$ cat src/design/shcl_pkg.sv
`timescale 1ns / 1ps

package shcl_pkg;

  localparam int unsigned MaxResults = 4;

  // Result kinds, carried on the output tuser.
  localparam logic [1:0] KIND_BYTE = 2'd0;
  localparam logic [1:0] KIND_WEND = 2'd1;
  localparam logic [1:0] KIND_OP   = 2'd2;
  localparam logic [1:0] KIND_LEND = 2'd3;

  // Operator codes.
  localparam logic [2:0] OP_AMP   = 3'd0;
  localparam logic [2:0] OP_GT    = 3'd1;
  localparam logic [2:0] OP_GTGT  = 3'd2;
  localparam logic [2:0] OP_1GT   = 3'd3;
  localparam logic [2:0] OP_1GTGT = 3'd4;
  localparam logic [2:0] OP_2GT   = 3'd5;
  localparam logic [2:0] OP_2GTGT = 3'd6;

  // Held operator prefixes.
  localparam logic [2:0] PEND_NONE = 3'd0;
  localparam logic [2:0] PEND_1    = 3'd1;
  localparam logic [2:0] PEND_2    = 3'd2;
  localparam logic [2:0] PEND_GT   = 3'd3;
  localparam logic [2:0] PEND_1GT  = 3'd4;
  localparam logic [2:0] PEND_2GT  = 3'd5;

  // Characters with a meaning to the lexer.
  localparam logic [7:0] CH_BSLASH = 8'h5C;
  localparam logic [7:0] CH_SQUOTE = 8'h27;
  localparam logic [7:0] CH_DQUOTE = 8'h22;
  localparam logic [7:0] CH_SPACE  = 8'h20;
  localparam logic [7:0] CH_AMP    = 8'h26;
  localparam logic [7:0] CH_GT     = 8'h3E;
  localparam logic [7:0] CH_ONE    = 8'h31;
  localparam logic [7:0] CH_TWO    = 8'h32;

  typedef struct packed {
    logic [1:0] kind;
    logic [7:0] word_byte;
    logic [2:0] op;
  } res_t;

endpackage

$ cat src/design/shell_command_line_lexer.sv
`timescale 1ns / 1ps

// The first result of a character is presented in the cycle after its transaction.
// Throughput: one character per cycle while each yields at most one result and the output
// is not stalled; a character yielding several results holds the input until its final
// result is leaving, set by the single result port.
// Reset (rst_ni low, asynchronous) clears the quote, escape, open-word and held-operator
// state and empties the result buffer.
module shell_command_line_lexer
  import shcl_pkg::*;
(
  input  logic        clk_i,
  input  logic        rst_ni,
  input  logic        s_axis_tvalid,
  output logic        s_axis_tready,
  input  logic [7:0]  s_axis_tdata,   // [7:0] char_in
  input  logic        s_axis_tlast,   // line_end
  output logic        m_axis_tvalid,
  input  logic        m_axis_tready,
  output logic [15:0] m_axis_tdata,   // [7:0] word_byte, [10:8] operator_code, rest zero
  output logic [1:0]  m_axis_tuser,   // [1:0] item_kind
  output logic        m_axis_tlast    // run_last
);

  logic       sq_q, sq_d;
  logic       dq_q, dq_d;
  logic       esc_q, esc_d;
  logic       wo_q, wo_d;
  logic [2:0] pend_q, pend_d;

  res_t       res_q [MaxResults];
  res_t       res_n [MaxResults];
  logic [2:0] cnt_n;
  logic [2:0] rem_q, rem_d;
  logic [1:0] rd_q, rd_d;

  logic in_acc, out_acc;

  assign m_axis_tvalid = (rem_q != 3'd0);
  assign m_axis_tlast  = (rem_q == 3'd1);
  assign out_acc       = m_axis_tvalid && m_axis_tready;
  // A new character may enter while the final result of the previous one leaves.
  assign s_axis_tready = (rem_q == 3'd0) || (rem_q == 3'd1 && m_axis_tready);
  assign in_acc        = s_axis_tvalid && s_axis_tready;

  assign m_axis_tuser  = res_q[rd_q].kind;
  assign m_axis_tdata  = {5'd0, res_q[rd_q].op, res_q[rd_q].word_byte};

  // Lexing of one character: results are collected in order into res_n.
  always_comb begin
    logic [7:0] c;
    logic       last;
    logic       do_plain;
    logic       quoted;
    logic [2:0] base;
    c        = s_axis_tdata;
    last     = s_axis_tlast;
    do_plain = 1'b0;
    quoted   = 1'b0;
    base     = OP_GT;
    sq_d     = sq_q;
    dq_d     = dq_q;
    esc_d    = esc_q;
    wo_d     = wo_q;
    pend_d   = pend_q;
    cnt_n    = 3'd0;
    for (int i = 0; i < MaxResults; i++) begin
      res_n[i] = '0;
    end

    if (esc_q) begin
      esc_d = 1'b0;
      res_n[cnt_n[1:0]] = '{kind: KIND_BYTE, word_byte: c, op: 3'd0};
      cnt_n = cnt_n + 3'd1;
      wo_d  = 1'b1;
    end else begin
      pend_d = PEND_NONE;
      unique case (pend_q)
        PEND_1, PEND_2: begin
          if (c == CH_GT) begin
            if (wo_d) begin
              res_n[cnt_n[1:0]] = '{kind: KIND_WEND, word_byte: 8'd0, op: 3'd0};
              cnt_n = cnt_n + 3'd1;
              wo_d  = 1'b0;
            end
            if (last) begin
              res_n[cnt_n[1:0]] = '{kind: KIND_OP, word_byte: 8'd0,
                                    op: (pend_q == PEND_1) ? OP_1GT : OP_2GT};
              cnt_n = cnt_n + 3'd1;
            end else begin
              pend_d = (pend_q == PEND_1) ? PEND_1GT : PEND_2GT;
            end
          end else begin
            res_n[cnt_n[1:0]] = '{kind: KIND_BYTE,
                                  word_byte: (pend_q == PEND_1) ? CH_ONE : CH_TWO,
                                  op: 3'd0};
            cnt_n    = cnt_n + 3'd1;
            wo_d     = 1'b1;
            do_plain = 1'b1;
          end
        end
        PEND_GT, PEND_1GT, PEND_2GT: begin
          base = (pend_q == PEND_GT) ? OP_GT : (pend_q == PEND_1GT) ? OP_1GT : OP_2GT;
          if (c == CH_GT) begin
            // The second '>' doubles the operator and is consumed by it.
            res_n[cnt_n[1:0]] = '{kind: KIND_OP, word_byte: 8'd0, op: base + 3'd1};
            cnt_n = cnt_n + 3'd1;
          end else begin
            res_n[cnt_n[1:0]] = '{kind: KIND_OP, word_byte: 8'd0, op: base};
            cnt_n    = cnt_n + 3'd1;
            do_plain = 1'b1;
          end
        end
        default: do_plain = 1'b1;
      endcase
    end

    if (do_plain) begin
      quoted = sq_q || dq_q;
      priority if (!sq_q && c == CH_BSLASH && !last) begin
        esc_d = 1'b1;
      end else if (c == CH_SQUOTE && !dq_q) begin
        sq_d = ~sq_q;
      end else if (c == CH_DQUOTE && !sq_q) begin
        dq_d = ~dq_q;
      end else if (quoted) begin
        res_n[cnt_n[1:0]] = '{kind: KIND_BYTE, word_byte: c, op: 3'd0};
        cnt_n = cnt_n + 3'd1;
        wo_d  = 1'b1;
      end else if (c == CH_SPACE || c == CH_AMP || c == CH_GT) begin
        if (wo_d) begin
          res_n[cnt_n[1:0]] = '{kind: KIND_WEND, word_byte: 8'd0, op: 3'd0};
          cnt_n = cnt_n + 3'd1;
          wo_d  = 1'b0;
        end
        if (c == CH_AMP) begin
          res_n[cnt_n[1:0]] = '{kind: KIND_OP, word_byte: 8'd0, op: OP_AMP};
          cnt_n = cnt_n + 3'd1;
        end else if (c == CH_GT) begin
          if (last) begin
            res_n[cnt_n[1:0]] = '{kind: KIND_OP, word_byte: 8'd0, op: OP_GT};
            cnt_n = cnt_n + 3'd1;
          end else begin
            pend_d = PEND_GT;
          end
        end
      end else if ((c == CH_ONE || c == CH_TWO) && !last) begin
        pend_d = (c == CH_ONE) ? PEND_1 : PEND_2;
      end else begin
        res_n[cnt_n[1:0]] = '{kind: KIND_BYTE, word_byte: c, op: 3'd0};
        cnt_n = cnt_n + 3'd1;
        wo_d  = 1'b1;
      end
    end

    if (last) begin
      if (wo_d) begin
        res_n[cnt_n[1:0]] = '{kind: KIND_WEND, word_byte: 8'd0, op: 3'd0};
        cnt_n = cnt_n + 3'd1;
      end
      res_n[cnt_n[1:0]] = '{kind: KIND_LEND, word_byte: 8'd0, op: 3'd0};
      cnt_n  = cnt_n + 3'd1;
      sq_d   = 1'b0;
      dq_d   = 1'b0;
      esc_d  = 1'b0;
      wo_d   = 1'b0;
      pend_d = PEND_NONE;
    end
  end

  always_comb begin
    rem_d = rem_q;
    rd_d  = rd_q;
    if (in_acc) begin
      rem_d = cnt_n;
      rd_d  = 2'd0;
    end else if (out_acc) begin
      rem_d = rem_q - 3'd1;
      rd_d  = rd_q + 2'd1;
    end
  end

  always_ff @(posedge clk_i or negedge rst_ni) begin
    if (!rst_ni) begin
      sq_q   <= 1'b0;
      dq_q   <= 1'b0;
      esc_q  <= 1'b0;
      wo_q   <= 1'b0;
      pend_q <= PEND_NONE;
      rem_q  <= 3'd0;
      rd_q   <= 2'd0;
    end else begin
      rem_q <= rem_d;
      rd_q  <= rd_d;
      if (in_acc) begin
        sq_q   <= sq_d;
        dq_q   <= dq_d;
        esc_q  <= esc_d;
        wo_q   <= wo_d;
        pend_q <= pend_d;
      end
    end
  end

  always_ff @(posedge clk_i) begin
    if (in_acc) begin
      for (int i = 0; i < MaxResults; i++) begin
        res_q[i] <= res_n[i];
      end
    end
  end

endmodule

$ cat config.mk
export PLATFORM = sky130hd
export DESIGN_NAME = shell_command_line_lexer
export DESIGN_NICKNAME = d
export VERILOG_FILES = /design/src/design/shcl_pkg.sv /design/src/design/shell_command_line_lexer.sv
export SDC_FILE = /design/constraint.sdc
export NUM_CORES = 1
export LEC_CHECK = 0
export BUFFER_PORTS_ARGS = -buffer_cell sky130_fd_sc_hd__clkbuf_2
export CAP_MARGIN = 10
export CORE_MARGIN = 2
export CORE_UTILIZATION = 61
export DETAILED_ROUTE_END_ITERATION = 10
export PLACE_DENSITY = 0.81
export RECOVER_POWER = 50
export SETUP_SLACK_MARGIN = 0.1
export SYNTH_ARGS = -nofsm -noshare
export SYNTH_HDL_FRONTEND = slang
export SYNTH_SLANG_ARGS = --single-unit
$ cat constraint.sdc
create_clock -name clk_i -period 5.4 [get_ports clk_i]
set_input_delay 0.27 -clock clk_i [delete_from_list [all_inputs] [get_ports clk_i]]
set_output_delay 0.27 -clock clk_i [all_outputs]
set_load 0.01 [all_outputs]
# ---- After elaboration in Yosys (flattened, before gate mapping)
# Memory sizes are Yosys's and may differ from the RTL's.
# Cells that the tools add are included.
dict set report op_classes {
  n_eq_ne 16
  n_mux 122
  order_cmp 10
  n_bitwise 22
  reduce_logical 32
  addsub 8
}
# op count
set op_table {}
lappend op_table {{two-way mux 52 bit} 21}
lappend op_table {{AND 48 bit} 3}
lappend op_table {{NOT 48 bit} 3}
lappend op_table {{two-way mux 3 bit} 45}
lappend op_table {{demux 13 bit (select 2 bit)} 5}
lappend op_table {{two-way mux 13 bit} 10}
lappend op_table {{two-way mux 39 bit} 3}
lappend op_table {{bitwise mux 52 bit} 2}
lappend op_table {{AND 44 bit} 2}
lappend op_table {{NOT 44 bit} 2}
lappend op_table {{equality test 8 x 6 -> 1 bit, second input constant} 7}
lappend op_table {{two-way mux 1 bit} 29}
lappend op_table {{one-hot mux 13 bit (2 select lines)} 1}
lappend op_table {{adder 3 x 1 -> 3 bit, second input constant} 6}
lappend op_table {{bitwise OR 8 bit} 2}
lappend op_table {{greater-or-equal comparator 3 bit, second input constant} 5}
lappend op_table {{< comparator 3 x 1 -> 1 bit, second input constant} 5}
lappend op_table {{NOT 2 -> 3 bit} 5}
lappend op_table {{logical AND 1 bit} 13}
lappend op_table {{two-way mux 12 bit} 1}
lappend op_table {{bitwise OR 4 bit} 3}
lappend op_table {{equality test 8 x 7 -> 1 bit, second input constant} 1}
lappend op_table {{two-way mux 2 bit} 4}
lappend op_table {{nonzero test 2 bit} 4}
lappend op_table {{other kinds (17)} 28}
dict set report totals {
  mem_bits_rw 52
  register_bits 12
  word_cells 218
  output_inout_bits 21
  input_bits 13
  memories 1
}
# memory words word_bits read_ports rd_ports_with_merged_regs write_ports line_no
set mem_list {}
lappend mem_list {res_q 4 13 1 0 4 shell_command_line_lexer.sv:31} ;# res_t res_q [MaxResults];

# ---- Longest topological paths before layout
# Gate-level depths: netlist (run 1).
dict set report depth {
  ltp_word 38
  mapped_depth 23
  mapped_depth_nobuf 22
}

# ---- Worst setup path after synthesis (run 1)
# OpenSTA, ideal clock, no wires.
dict set report synth_path {
  path_type {in2reg}
  start {input port s_axis_tlast}
  end {register rem_q[2]}
  path_slack_ps 956
  required_ps 5268
  t_arrival_ps 4311
  setup_time_ps 132
  stages 22
  n_path_buf 1
  cell_sequence {clkbuf_1 -> inv_1 -> ha_1 -> o21bai_1 -> nand2_1 -> nor3_1 -> inv_1 -> ha_1 -> o21ai_4 -> ha_1 -> nand2_1 -> o21ai_0 -> a31o_2 -> ha_1 -> nor2_1 -> a21oi_1 -> ha_1 -> or3_1 -> a221o_1 -> o211ai_1 -> xor2_1 -> o21ai_1}
}
dict set report synth_between {
  elab_chain_cells 28
}
# item line_no
set synth_rtl {}
lappend synth_rtl {{from (decl)} shell_command_line_lexer.sv:17} ;# input logic s_axis_tlast,
lappend synth_rtl {{two-way mux 3 bit} shell_command_line_lexer.sv:86} ;# if (last) begin
lappend synth_rtl {{two-way mux 3 bit} shell_command_line_lexer.sv:80} ;# if (c == CH_GT) begin
lappend synth_rtl {{one-hot mux 3 bit (2 select lines)} shell_command_line_lexer.sv:78} ;# unique case (pend_q)
lappend synth_rtl {{two-way mux 3 bit} shell_command_line_lexer.sv:71} ;# if (esc_q) begin
lappend synth_rtl {{adder 3 x 1 -> 3 bit} {shell_command_line_lexer.sv:128, shell_command_line_lexer.sv:133, shell_command_line_lexer.sv:151}}
lappend synth_rtl {{two-way mux 3 bit} shell_command_line_lexer.sv:131} ;# if (wo_d) begin
lappend synth_rtl {{two-way mux 3 bit} shell_command_line_lexer.sv:130} ;# end else if (c == CH_SPACE || c == CH_AMP || c == CH_GT) begin
lappend synth_rtl {{two-way mux 3 bit} shell_command_line_lexer.sv:126} ;# end else if (quoted) begin
lappend synth_rtl {{[... 12 more ...]} n/a}
lappend synth_rtl {{two-way mux 3 bit} shell_command_line_lexer.sv:120} ;# priority if (!sq_q && c == CH_BSLASH && !last) begin
lappend synth_rtl {{two-way mux 3 bit} shell_command_line_lexer.sv:118} ;# if (do_plain) begin
lappend synth_rtl {{adder 3 x 1 -> 3 bit} shell_command_line_lexer.sv:159} ;# cnt_n = cnt_n + 3'd1;
lappend synth_rtl {{two-way mux 3 bit} shell_command_line_lexer.sv:157} ;# if (wo_d) begin
lappend synth_rtl {{two-way mux 3 bit} shell_command_line_lexer.sv:156} ;# if (last) begin
lappend synth_rtl {{adder 3 x 1 -> 3 bit} shell_command_line_lexer.sv:162} ;# cnt_n = cnt_n + 3'd1;
lappend synth_rtl {{two-way mux 3 bit *} shell_command_line_lexer.sv:156}
lappend synth_rtl {{two-way mux 3 bit *} shell_command_line_lexer.sv:174} ;# if (in_acc) begin
lappend synth_rtl {{to (signal assigned)} shell_command_line_lexer.sv:193} ;# rem_q <= rem_d;
lappend synth_rtl {{to (decl)} shell_command_line_lexer.sv:34} ;# logic [2:0] rem_q, rem_d;
# Every way passes the cells marked *; elsewhere a longest branch is shown, timed or not. The select of a mux whose other input is x is not followed.
# A chain may end at the register's enable or synchronous reset.

# ---- Worst setup path in the final report (run 1)
dict set report layout_path {
  start {register pend_q[2]}
  end {register rem_q[2]}
}
dict set report layout_between {
  elab_chain_cells 28
}
# item line_no
set layout_rtl {}
lappend layout_rtl {{from (decl)} shell_command_line_lexer.sv:29} ;# logic [2:0] pend_q, pend_d;
lappend layout_rtl {{from (signal assigned)} shell_command_line_lexer.sv:200} ;# pend_q <= pend_d;
lappend layout_rtl {{equality test 3 x 2 -> 1 bit, or another cell as far along} shell_command_line_lexer.sv:78}
lappend layout_rtl {{OR reduction 3 bit or OR reduction 2 bit (tied branches)} shell_command_line_lexer.sv:78}
lappend layout_rtl {{one-hot mux 3 bit (2 select lines)} shell_command_line_lexer.sv:78}
lappend layout_rtl {{two-way mux 3 bit} shell_command_line_lexer.sv:71}
lappend layout_rtl {{adder 3 x 1 -> 3 bit} {shell_command_line_lexer.sv:128, shell_command_line_lexer.sv:133, shell_command_line_lexer.sv:151}}
lappend layout_rtl {{two-way mux 3 bit} shell_command_line_lexer.sv:131}
lappend layout_rtl {{two-way mux 3 bit} shell_command_line_lexer.sv:130}
lappend layout_rtl {{two-way mux 3 bit} shell_command_line_lexer.sv:126}
lappend layout_rtl {{[... 12 more ...]} n/a}
lappend layout_rtl {{two-way mux 3 bit} shell_command_line_lexer.sv:120}
lappend layout_rtl {{two-way mux 3 bit} shell_command_line_lexer.sv:118}
lappend layout_rtl {{adder 3 x 1 -> 3 bit} shell_command_line_lexer.sv:159}
lappend layout_rtl {{two-way mux 3 bit} shell_command_line_lexer.sv:157}
lappend layout_rtl {{two-way mux 3 bit} shell_command_line_lexer.sv:156}
lappend layout_rtl {{adder 3 x 1 -> 3 bit} shell_command_line_lexer.sv:162}
lappend layout_rtl {{two-way mux 3 bit *} shell_command_line_lexer.sv:156}
lappend layout_rtl {{two-way mux 3 bit *} shell_command_line_lexer.sv:174}
# Marked as above.

==> impl_results.md, run 1 <==
* Iter 0 DRT Violations at 426
* Count of unique library cells instantiated by Yosys at 74
* Total standard cell area after synthesis at 4380 um2
* Fillcell total at 555
* Worst hold slack across all endpoints at 0.262 ns
* Reported leakage power at 1.87 nW
* Final clock skew at 0.00426 ns
* Kind of critical path: reg2reg
* Unrepaired setup endpoints after global routing: false
* TritonCTS clock tree: yes
* Via/cell ratio at 6.73
* Final setup violation count at 0
* Cts bufs inserted at 9
* Peak supply drop at 0.344 mV
* Estimated wirelength of the detail-placed design at 8410 um
* Routability congestion estimate at 0.974
* Reg2Reg Launch Point: pend_q[2]
* Global-route usage over all layers at 30.6%
* Yosys reg bits at 60
* Number of synthesis warnings at 0
* Clock transition at the register clock pins on the worst setup and hold paths after CTS at 0.07 ns
* Fraction of final layout cells sized beyond drive strength 1 at 12.9%
* Antenna cells at 0
* Average routed wire per standard cell at 20.4 um
* Worst hold path class: in2reg
* Area occupied by registers at 1740 um2
* DRT Pass-1 Iters at 5
* Tightest slew margin relative to the limit at -28.8%
* Initial antenna violation count at 0
* Required time of the worst setup path at 5.61 ns
* Via total after detailed routing at 3,834
* Largest fanout on the critical path at 12
* Launching element type of the critical path: flop
* Commonest non-fill, non-tap cell in the layout: sky130_fd_sc_hd__edfxtp_1
* Number of port buffers at 28
* Signed area change from the synthesized netlist to the final layout at 8.20%
* Worst Hold Path EP: rem_q[2]
* Combined area of the multi-input logic cells at 2410 um2
* Power per standard cell area at 372 nW/um2
* Post-route setup slack at 0.580 ns
* Setup TNS after final layout at 0 ns
* Sum of routed wire length over all layers at 11,600 um
* CTS Root Cell: sky130_fd_sc_hd__clkbuf_8
* Synth Area per Inst at 9.80 um2
* Most frequent cells in the layout: sky130_fd_sc_hd__edfxtp_1 (48), sky130_fd_sc_hd__nand2_1 (34), sky130_fd_sc_hd__nor2_1 (28), sky130_fd_sc_hd__a21oi_1 (28), sky130_fd_sc_hd__and3_1 (25)
* Final period util at 89.3%
* Post-Layout Inst Area at 4740 um2
* Ports placed on the boundary at 34
* Result of the run: finished with violations
* Worst min-delay path startpoint: m_axis_tready
* Gate count of the mapped netlist at 447
* Number of global-route vias before repair at 3,641
* Number of buffers on the longest clock path at 2
* Crit path capture type: flop
* Worst R2R End: rem_q[2]
* Floorplan die height at 88.7 um
* Worst-Skew Late Latency at 0.34 ns
* Register-to-Register Setup Slack at 0.58 ns
* Global-route wire length before repair at 18,300 um
* Slew at the pin closest to its max-slew limit at 1.93 ns
* Std cell rows at 30
* DP Worst Slack at 0.656 ns
* Post-synthesis sequential area ratio at 39.8%
* Core region area at 6870 um2
* Final count of pins violating max slew at 55
* Die span in x at 88.7 um
* Failing checks: capacitance limit, slew limit
* Full die area at 7870 um2
* Maxcap violations at 1
* Number of endpoints with negative hold slack in the final report at 0
* Max Freq at 207 MHz
* Pin count of the biggest net entering global routing at 55
* Ys async rst share at 20.0%
* Sinks on the clock net at 60
* Worst path arrival time at 5.03 ns
* Hold depth at 4
* H-tree levels at 3
* Count of buffers added by post-CTS timing repair for setup at 0
* Placement Cell Area at 4570 um2
* Final-stage net count at 503
* DRC violations left at 0
* Remaining Overflow, GRT at 0
* Final critical path time including I/O delays and setup at 4.82 ns
* Initial standard-cell utilization of the core at 63.8%
* Leading register cell type out of synthesis: sky130_fd_sc_hd__edfxtp_1
* Reg2reg path depth at 21
* Post-route antenna net violation count at 0
* Number of enable-type register cells in the synthesized netlist at 48
repair_timing:
item	4_1_cts	5_1_grt
hold endpoints to repair	12	0
hold buffers	1	0
gates resized for setup	0	0
final cells by class:
| type | instances | area share (%) |
|---|---|---|
| inverter | 21 | 1.72 |
| clock buffer | 9 | 2.61 |
| timing repair buffer | 37 | 3.99 |
| clock inverter | 7 | 1.43 |
| multi-input combinational | 340 | 51.0 |
| tap | 96 | 2.53 |
| sequential | 60 | 36.8 |
state kept, by name, summed over array words and instances, names as in the netlist:
signal,flops
dq_q,1
esc_q,1
pend_q,3
rd_q,2
rem_q,3
res_q,48
sq_q,1
wo_q,1
cells by family (layout without fill, tap and decap cells):
kind of cell	Yosys count	in the layout	share of synthesized area [%]
buffers and inverters	52	74	5.34
DFF	60	60	39.8
and+or+nand+nor	174	174	21.8
xor gates and xnor gates	9	9	1.80
AOI/OAI and AO/OA	112	112	17.9
other	1	6	0.0856
adders and majority gates	21	21	6.00
muxes	18	18	7.29
where the power goes:
group          internal [mW]  switching (mW)
combinational          0.255           0.370
sequential             0.637           0.105
clock                  0.210           0.185
critical path, cell delays in order (launching register included):
cell                       delay, ns
sky130_fd_sc_hd__dfrtp_1        0.61
sky130_fd_sc_hd__nor2b_1        0.20
sky130_fd_sc_hd__a21boi_1       0.28
sky130_fd_sc_hd__nand2_1        0.13
sky130_fd_sc_hd__nor3_1         0.19
sky130_fd_sc_hd__buf_4          0.17
sky130_fd_sc_hd__inv_1          0.06
sky130_fd_sc_hd__ha_1           0.33
sky130_fd_sc_hd__o21ai_4        0.20
sky130_fd_sc_hd__ha_1           0.25
sky130_fd_sc_hd__nand2_1        0.05
sky130_fd_sc_hd__o21ai_0        0.07
sky130_fd_sc_hd__a31o_2         0.28
sky130_fd_sc_hd__ha_1           0.29
sky130_fd_sc_hd__nor2_1         0.15
sky130_fd_sc_hd__a21oi_1        0.09
sky130_fd_sc_hd__ha_1           0.31
sky130_fd_sc_hd__or3_1          0.31
sky130_fd_sc_hd__a221o_1        0.26
sky130_fd_sc_hd__o211ai_1       0.11
sky130_fd_sc_hd__xor2_1         0.23
sky130_fd_sc_hd__o21ai_1        0.08
cell usage after synthesis (6+ instances only):
library cell               instances  area share [%]
sky130_fd_sc_hd__clkbuf_1         16             1.4
sky130_fd_sc_hd__mux4_2           11             5.7
sky130_fd_sc_hd__mux2i_1           6             1.4
sky130_fd_sc_hd__edfxtp_1         48              33
sky130_fd_sc_hd__nor2_1           28             2.4
sky130_fd_sc_hd__nand4_1           7             1.0
sky130_fd_sc_hd__buf_2             8            0.91
sky130_fd_sc_hd__and2_1           14             2.0
sky130_fd_sc_hd__o21ai_0          18             2.1
sky130_fd_sc_hd__nand2_1          34             2.9
sky130_fd_sc_hd__a21oi_1          28             3.2
sky130_fd_sc_hd__nand3_1          11             1.3
sky130_fd_sc_hd__nor3_1           17             1.9
sky130_fd_sc_hd__ha_1             21             6.0
sky130_fd_sc_hd__dfrtp_1          12             6.9
sky130_fd_sc_hd__and3_1           25             3.6
sky130_fd_sc_hd__inv_1            19             1.6
worst max path at each step:
stage | startpoint | end | slack (ns) | cells past startpoint
6_report | pend_q[2] | rem_q[2] | 0.58 | 21
5_1_grt | pend_q[2] | rem_q[2] | 0.27 | 21
4_1_cts | pend_q[2] | rem_q[2] | 0.63 | 21
3_5_place_dp | s_axis_tdata[0] | rem_q[2] | 0.66 | 19
3_3_place_gp | s_axis_tdata[0] | rem_q[2] | 0.72 | 19
2_1_floorplan | s_axis_tlast | rem_q[2] | 0.96 | 22
stage by stage:
| step | util [%] | cells | power (mW) |
|---|---|---|---|
| floorplan | - | 452 | 1.17 |
| global placement | 66.5 | 553 | 1.37 |
| detailed placement | 66.5 | 553 | 1.40 |
| CTS | 69.4 | 570 | 1.79 |
| global route | 69.0 | 570 | 1.87 |
| finish | 69.0 | 570 | 1.76 |
per-layer routing:
metal	track usage, %	vias to the layer above	share of wire (%)
met5	0	-	0
met4	12.7	0	3.7
met3	7.74	45	8.1
met2	50.5	217	48
met1	38.4	1843	40
li1	-	1729	-
Note: power is estimated with default switching activity, not from simulation.
==> run 2: changes to the inputs <==
--- a/config.mk
+++ b/config.mk
@@ -5,10 +5,11 @@
 export SDC_FILE = /design/constraint.sdc
 export NUM_CORES = 1
 export LEC_CHECK = 0
-export BUFFER_PORTS_ARGS = -buffer_cell sky130_fd_sc_hd__clkbuf_2
+export BUFFER_PORTS_ARGS = -buffer_cell sky130_fd_sc_hd__buf_2
 export CAP_MARGIN = 10
 export CORE_MARGIN = 2
 export CORE_UTILIZATION = 61
+export CTS_CLUSTER_DIAMETER = 150
 export DETAILED_ROUTE_END_ITERATION = 10
 export PLACE_DENSITY = 0.81
 export RECOVER_POWER = 50
==> run 2 against run 1 <==
Against the previous run: the run still ends with capacitance limit, slew limit left; die area unchanged; cell count stayed put; clock power grew 25%; clock skew is 0.012 ns higher; critical path type unchanged; critical endpoint is now res_q[3][6]; largest cell class unchanged; largest power group unchanged.
==> impl_results.md, run 2 (synthesized netlist as in run 1, its figures left out) <==
* DR WL met3 at 974 um
* Full die area at 7870 um2
* Slew at the pin closest to its max-slew limit at 2.01 ns
* Via total after detailed routing at 3,816
* Floorplan die height at 88.7 um
* Number of endpoints with negative hold slack in the final report at 0
* Failing checks: capacitance limit, slew limit
* Final Instance Count excl. Fillers at 570
* Iter 0 DRT Violations at 580
* Power per standard cell area at 387 nW/um2
* Most frequent cells in the layout: sky130_fd_sc_hd__edfxtp_1 (48), sky130_fd_sc_hd__nand2_1 (34), sky130_fd_sc_hd__nor2_1 (28), sky130_fd_sc_hd__a21oi_1 (28), sky130_fd_sc_hd__and3_1 (25)
* Number of port buffers at 28
* Antenna cells at 0
* Final standard cell utilization of the core at 69.7%
* Global-route wire length before repair at 18,100 um
* Largest register by flop count: res_q
* Final clock skew at 0.0158 ns
* Final-stage net count at 503
* DRT Pass-1 Iters at 6
* Average routed wire per standard cell at 20.0 um
* Area occupied by registers at 1740 um2
* Clock transition at the register clock pins on the worst setup and hold paths after CTS at 0.07 ns
* Result of the run: finished with violations
* Routed wire length on met2 at 5580 um
* Global-route usage over all layers at 30.5%
* Maxcap violations at 1
* Count of buffers added by post-CTS timing repair for setup at 0
* DRC violations left at 0
* Die span in x at 88.7 um
* Top Registers: res_q (48), pend_q (3), rem_q (3)
* Largest register FFs at 48
* Largest fanout on the critical path at 12
* PostCTS Resize Cnt at 0
* Worst min-delay path startpoint: m_axis_tready
* Launching element type of the critical path: flop
* Highest routed metal layer: met4
* Worst hold path class: in2reg
* Core region area at 6870 um2
* Kind of critical path: reg2reg
* TritonCTS clock tree: yes
* Setup TNS after final layout at 0 ns
* Final setup violation count at 0
* Combined area of the multi-input logic cells at 2410 um2
* Reported leakage power at 1.89 nW
* Sum of routed wire length over all layers at 11,400 um
* Signed area change from the synthesized netlist to the final layout at 9.31%
* Crit path capture type: flop
* Post-layout total power at 1.85 mW
* Max Freq at 202 MHz
* Unrepaired setup endpoints after global routing: false
* Required time of the worst setup path at 5.61 ns
* Fraction of final layout cells sized beyond drive strength 1 at 12.9%
* Routability congestion estimate at 0.998
* Inst Count DP at 553
* Worst hold slack across all endpoints at 0.244 ns
* Pin count of the biggest net entering global routing at 55
* Number of buffers on the longest clock path at 2
* Routed metal-1 wire length at 4540 um
* Worst path arrival time at 5.17 ns
* Peak supply drop at 0.303 mV
* Remaining Overflow, GRT at 0
* Initial standard-cell utilization of the core at 63.8%
* Post-route antenna net violation count at 0
* CP startpoint: pend_q[2]
* Reg2Reg Launch Point: pend_q[2]
* H-tree levels at 3
* Number of global-route vias before repair at 3,546
* Via/cell ratio at 6.69
* Tightest slew margin relative to the limit at -34.1%
* Commonest non-fill, non-tap cell in the layout: sky130_fd_sc_hd__edfxtp_1
* Std cell rows at 30
* Final count of pins violating max slew at 55
* CTS Root Cell: sky130_fd_sc_hd__clkbuf_8
* Worst-Skew Late Latency at 0.35 ns
* Initial antenna violation count at 0
* Ports placed on the boundary at 34
* Estimated wirelength of the detail-placed design at 8450 um
* Fillcell total at 548
* Sinks on the clock net at 60
* Final period util at 91.9%
* Final critical path time including I/O delays and setup at 4.96 ns
* Cts bufs inserted at 9
run 2: cell count changes in the layout (fill, tap and decap cells not counted), sizes merged:
cell / change
buf: +11
bufinv: +2
clkbuf: -10
clkinv: -1
clkinvlp: -2
run 2: path summary, 6_finish.rpt:
kind	slack [ns]	cells after the start	endpoint
worst max-delay path	0.44	19	res_q[3][6]
worst min-delay path	0.24	4	rem_q[2]
worst max register to register	0.44	19	res_q[3][6]
worst min register to register	0.50	2	rem_q[1]
max in group asynchronous	4.48	2	rd_q[0]
min in group asynchronous	0.47	2	pend_q[0]
run 2: area by class of cell:
class | instances | area share [%]
inverter | 21 | 1.70
clock buffer | 10 | 2.67
multi-input combinational | 340 | 50.4
clock inverter | 6 | 2.35
timing repair buffer | 37 | 3.95
tap | 96 | 2.51
sequential | 60 | 36.4
run 2: critical path, cell delays in order, from the launching register on:
cell and delay, ns:
sky130_fd_sc_hd__dfrtp_1 0.62, sky130_fd_sc_hd__nor2b_1 0.19, sky130_fd_sc_hd__a21boi_1 0.29, sky130_fd_sc_hd__nand2_1 0.14
sky130_fd_sc_hd__nor3_1 0.21, sky130_fd_sc_hd__buf_4 0.18, sky130_fd_sc_hd__inv_1 0.06, sky130_fd_sc_hd__ha_1 0.33
sky130_fd_sc_hd__o21ai_4 0.20, sky130_fd_sc_hd__ha_1 0.26, sky130_fd_sc_hd__nand2_1 0.05, sky130_fd_sc_hd__o21ai_0 0.08
sky130_fd_sc_hd__a31o_2 0.31, sky130_fd_sc_hd__ha_1 0.29, sky130_fd_sc_hd__nor2_1 0.15, sky130_fd_sc_hd__a21oi_1 0.10
sky130_fd_sc_hd__ha_1 0.30, sky130_fd_sc_hd__o21ai_0 0.45, sky130_fd_sc_hd__and2_1 0.38, sky130_fd_sc_hd__and3_1 0.22
run 2: what timing repair did:
item / in CTS / in global routing
hold endpoints to repair: 12 / 0
endpoints found under the setup margin: 0 / 0
hold buffers: 1 / 0
run 2: metal layers:
layer	vias to the layer above	global-route usage, %
li1	1722	-
met1	1846	39.4
met2	210	51.0
met3	38	6.16
met4	0	10.7
met5	-	0
run 2: metrics by stage:
stage / worst slack [ns] / area (um2)
final: 0.438 / 4790
after global routing: 0.210 / 4790
after CTS: 0.610 / 4820
after detailed placement: 0.626 / 4570
after global placement: 0.729 / 4570
after floorplan: 0.956 / 4400
run 2: power breakdown:
group	leakage (nW)	switching (mW)	total [mW]	internal, mW
clock network	0.120	0.187	0.494	0.307
registers	0.600	0.103	0.740	0.637
logic	1.17	0.366	0.620	0.254
==> run 3: changes to the inputs <==
--- a/config.mk
+++ b/config.mk
@@ -11,6 +11,7 @@
 export CORE_UTILIZATION = 61
 export CTS_CLUSTER_DIAMETER = 150
 export DETAILED_ROUTE_END_ITERATION = 10
+export MAX_ROUTING_LAYER = met4
 export PLACE_DENSITY = 0.81
 export RECOVER_POWER = 50
 export SETUP_SLACK_MARGIN = 0.1
==> constraint.sdc (replaced) <==
create_clock -name clk_i -period 5.4 [get_ports clk_i]
set_input_delay 0.27 -clock clk_i [delete_from_list [all_inputs] [get_ports clk_i]]
set_output_delay 0.27 -clock clk_i [all_outputs]
set_load 0.05 [all_outputs]
==> run 3 against run 2 <==
Against the previous run: the run still ends with capacitance limit, slew limit left; sequential share of layout area increased by 0.30 points; die area did not move; clock power decreased by 19%; critical path type unchanged.
==> impl_results.md, run 3 (synthesized netlist as in run 1, its figures left out) <==
* Combined area of the multi-input logic cells at 2410 um2
* Post-route antenna net violation count at 0
* Power per standard cell area at 424 nW/um2
* Final period util at 88.5%
* Estimated wirelength of the detail-placed design at 8240 um
* Die span in x at 88.7 um
* Kind of critical path: reg2reg
* Reported leakage power at 1.87 nW
* Iter 0 DRT Violations at 353
* DRC violations left at 0
* Worst hold path class: in2reg
* Final-stage net count at 504
* Number of port buffers at 28
* Fraction of final layout cells sized beyond drive strength 1 at 13.1%
* Clock transition at the register clock pins on the worst setup and hold paths after CTS at 0.07 ns
* Result of the run: finished with violations
* Required time of the worst setup path at 5.61 ns
* Tightest slew margin relative to the limit at -28.8%
* Worst min-delay path startpoint: m_axis_tready
* Crit path capture type: flop
* Core region area at 6870 um2
* Number of buffers on the longest clock path at 2
* Placement Cell Area at 4570 um2
* Fillcell total at 550
* Commonest non-fill, non-tap cell in the layout: sky130_fd_sc_hd__edfxtp_1
* Via/cell ratio at 6.59
* Post-Layout Inst Area at 4750 um2
* Largest register FFs at 48
* Sinks on the clock net at 60
* Antenna cells at 0
* Global-route wire length before repair at 18,300 um
* Std cell rows at 30
* Global-route usage over all layers at 31.8%
* CTS Root Cell: sky130_fd_sc_hd__clkbuf_8
* Floorplan die height at 88.7 um
* Average routed wire per standard cell at 19.9 um
* Top Registers: res_q (48), pend_q (3), rem_q (3)
* Cts bufs inserted at 9
* Setup TNS after final layout at 0 ns
* Final setup violation count at 0
* Remaining Overflow, GRT at 0
* Count of buffers added by post-CTS timing repair for setup at 0
* Reg2reg path depth at 21
* Signed area change from the synthesized netlist to the final layout at 8.43%
* Sum of routed wire length over all layers at 11,400 um
* Slew at the pin closest to its max-slew limit at 1.93 ns
* Register-to-Register Setup Slack at 0.62 ns
* Number of endpoints with negative hold slack in the final report at 0
* Peak supply drop at 0.368 mV
* DRT Pass-1 Iters at 7
* Worst hold slack across all endpoints at 0.271 ns
* Final standard cell utilization of the core at 69.1%
* Worst-Skew Late Latency at 0.35 ns
* Unrepaired setup endpoints after global routing: false
* Most frequent cells in the layout: sky130_fd_sc_hd__edfxtp_1 (48), sky130_fd_sc_hd__nand2_1 (34), sky130_fd_sc_hd__nor2_1 (28), sky130_fd_sc_hd__a21oi_1 (28), sky130_fd_sc_hd__and3_1 (25)
* Largest register by flop count: res_q
* Worst path arrival time at 4.98 ns
* Launching element type of the critical path: flop
* Pin count of the biggest net entering global routing at 55
* Via total after detailed routing at 3,761
* Worst Hold Path EP: rem_q[2]
* Final count of pins violating max slew at 55
* Final clock skew at 0.0121 ns
* Worst R2R End: rem_q[2]
* TritonCTS clock tree: yes
* Largest fanout on the critical path at 12
* Number of global-route vias before repair at 3,542
* H-tree levels at 3
* Initial standard-cell utilization of the core at 63.8%
* Max Freq at 209 MHz
* Reg2Reg Launch Point: pend_q[1]
* Final critical path time including I/O delays and setup at 4.78 ns
* Maxcap violations at 1
* Hold depth at 4
* Area occupied by registers at 1740 um2
* Failing checks: capacitance limit, slew limit
* Ports placed on the boundary at 34
* Full die area at 7870 um2
* Routability congestion estimate at 1.02
* Initial antenna violation count at 0
run 3: cell types whose count changed in the layout (fill, tap and decap cells not counted):
cell / delta
sky130_fd_sc_hd__clkinvlp_4: +1
sky130_fd_sc_hd__clkinv_2: +2
sky130_fd_sc_hd__clkbuf_8: +1
sky130_fd_sc_hd__clkinv_4: -2
sky130_fd_sc_hd__buf_4: +1
sky130_fd_sc_hd__bufinv_16: -2
run 3: metrics by stage:
step	total power, mW	cells	setup WS [ns]
global route	2.13	571	0.259
floorplan	1.42	452	0.956
global placement	1.61	554	0.801
detailed placement	1.64	554	0.699
finish	2.01	571	0.623
CTS	2.04	571	0.682
run 3: what timing repair did:
item	4_1_cts	5_1_grt
hold buffers	1	0
hold endpoints to repair	12	0
gates resized for setup	0	0
run 3: worst max-delay path by stage:
stage                 start  endpoint  slack, ns
2_1_floorplan  s_axis_tlast  rem_q[2]       0.96
3_3_place_gp      pend_q[1]  rem_q[2]       0.80
3_5_place_dp      pend_q[2]  rem_q[2]       0.70
4_1_cts           pend_q[1]  rem_q[2]       0.68
5_1_grt           pend_q[2]  rem_q[2]       0.26
6_report          pend_q[1]  rem_q[2]       0.62
run 3: area by class of cell:
class | instances | area share (%)
multi-input cells | 340 | 50.9
flip-flops and latches | 60 | 36.7
repair buffers | 38 | 4.14
clock buffers | 11 | 2.98
well taps | 96 | 2.53
inverters | 21 | 1.71
clock inverters | 5 | 1.11
run 3: critical path, cell delays in order, from the launching register on:
cell and delay [ns]:
sky130_fd_sc_hd__dfrtp_1 0.52, sky130_fd_sc_hd__nor2b_1 0.25, sky130_fd_sc_hd__a21boi_1 0.29, sky130_fd_sc_hd__nand2_1 0.13, sky130_fd_sc_hd__nor3_1 0.21, sky130_fd_sc_hd__buf_4 0.18, sky130_fd_sc_hd__inv_1 0.06, sky130_fd_sc_hd__ha_1 0.33
sky130_fd_sc_hd__o21ai_4 0.20, sky130_fd_sc_hd__ha_1 0.25, sky130_fd_sc_hd__nand2_1 0.05, sky130_fd_sc_hd__o21ai_0 0.08, sky130_fd_sc_hd__a31o_2 0.28, sky130_fd_sc_hd__ha_1 0.30, sky130_fd_sc_hd__nor2_1 0.15, sky130_fd_sc_hd__a21oi_1 0.09
sky130_fd_sc_hd__ha_1 0.30, sky130_fd_sc_hd__or3_1 0.32, sky130_fd_sc_hd__a221o_1 0.27, sky130_fd_sc_hd__o211ai_1 0.11, sky130_fd_sc_hd__xor2_1 0.19, sky130_fd_sc_hd__o21ai_1 0.08
run 3: routing by layer:
| metal | up-vias | part of all wire, % | track usage, % | wire (um) |
|---|---|---|---|---|
| li1 | 1728 | - | - | - |
| met1 | 1786 | 40 | 40.4 | 4590 |
| met2 | 202 | 48 | 50.2 | 5510 |
| met3 | 45 | 7.1 | 4.57 | 812 |
| met4 | 0 | 4.0 | 15.0 | 452 |
| met5 | - | 0 | - | 0 |
run 3: report_power, final:
| group | switching (mW) | internal [mW] |
|---|---|---|
| Combinational | 0.614 | 0.256 |
| Sequential | 0.105 | 0.637 |
| Clock | 0.178 | 0.223 |
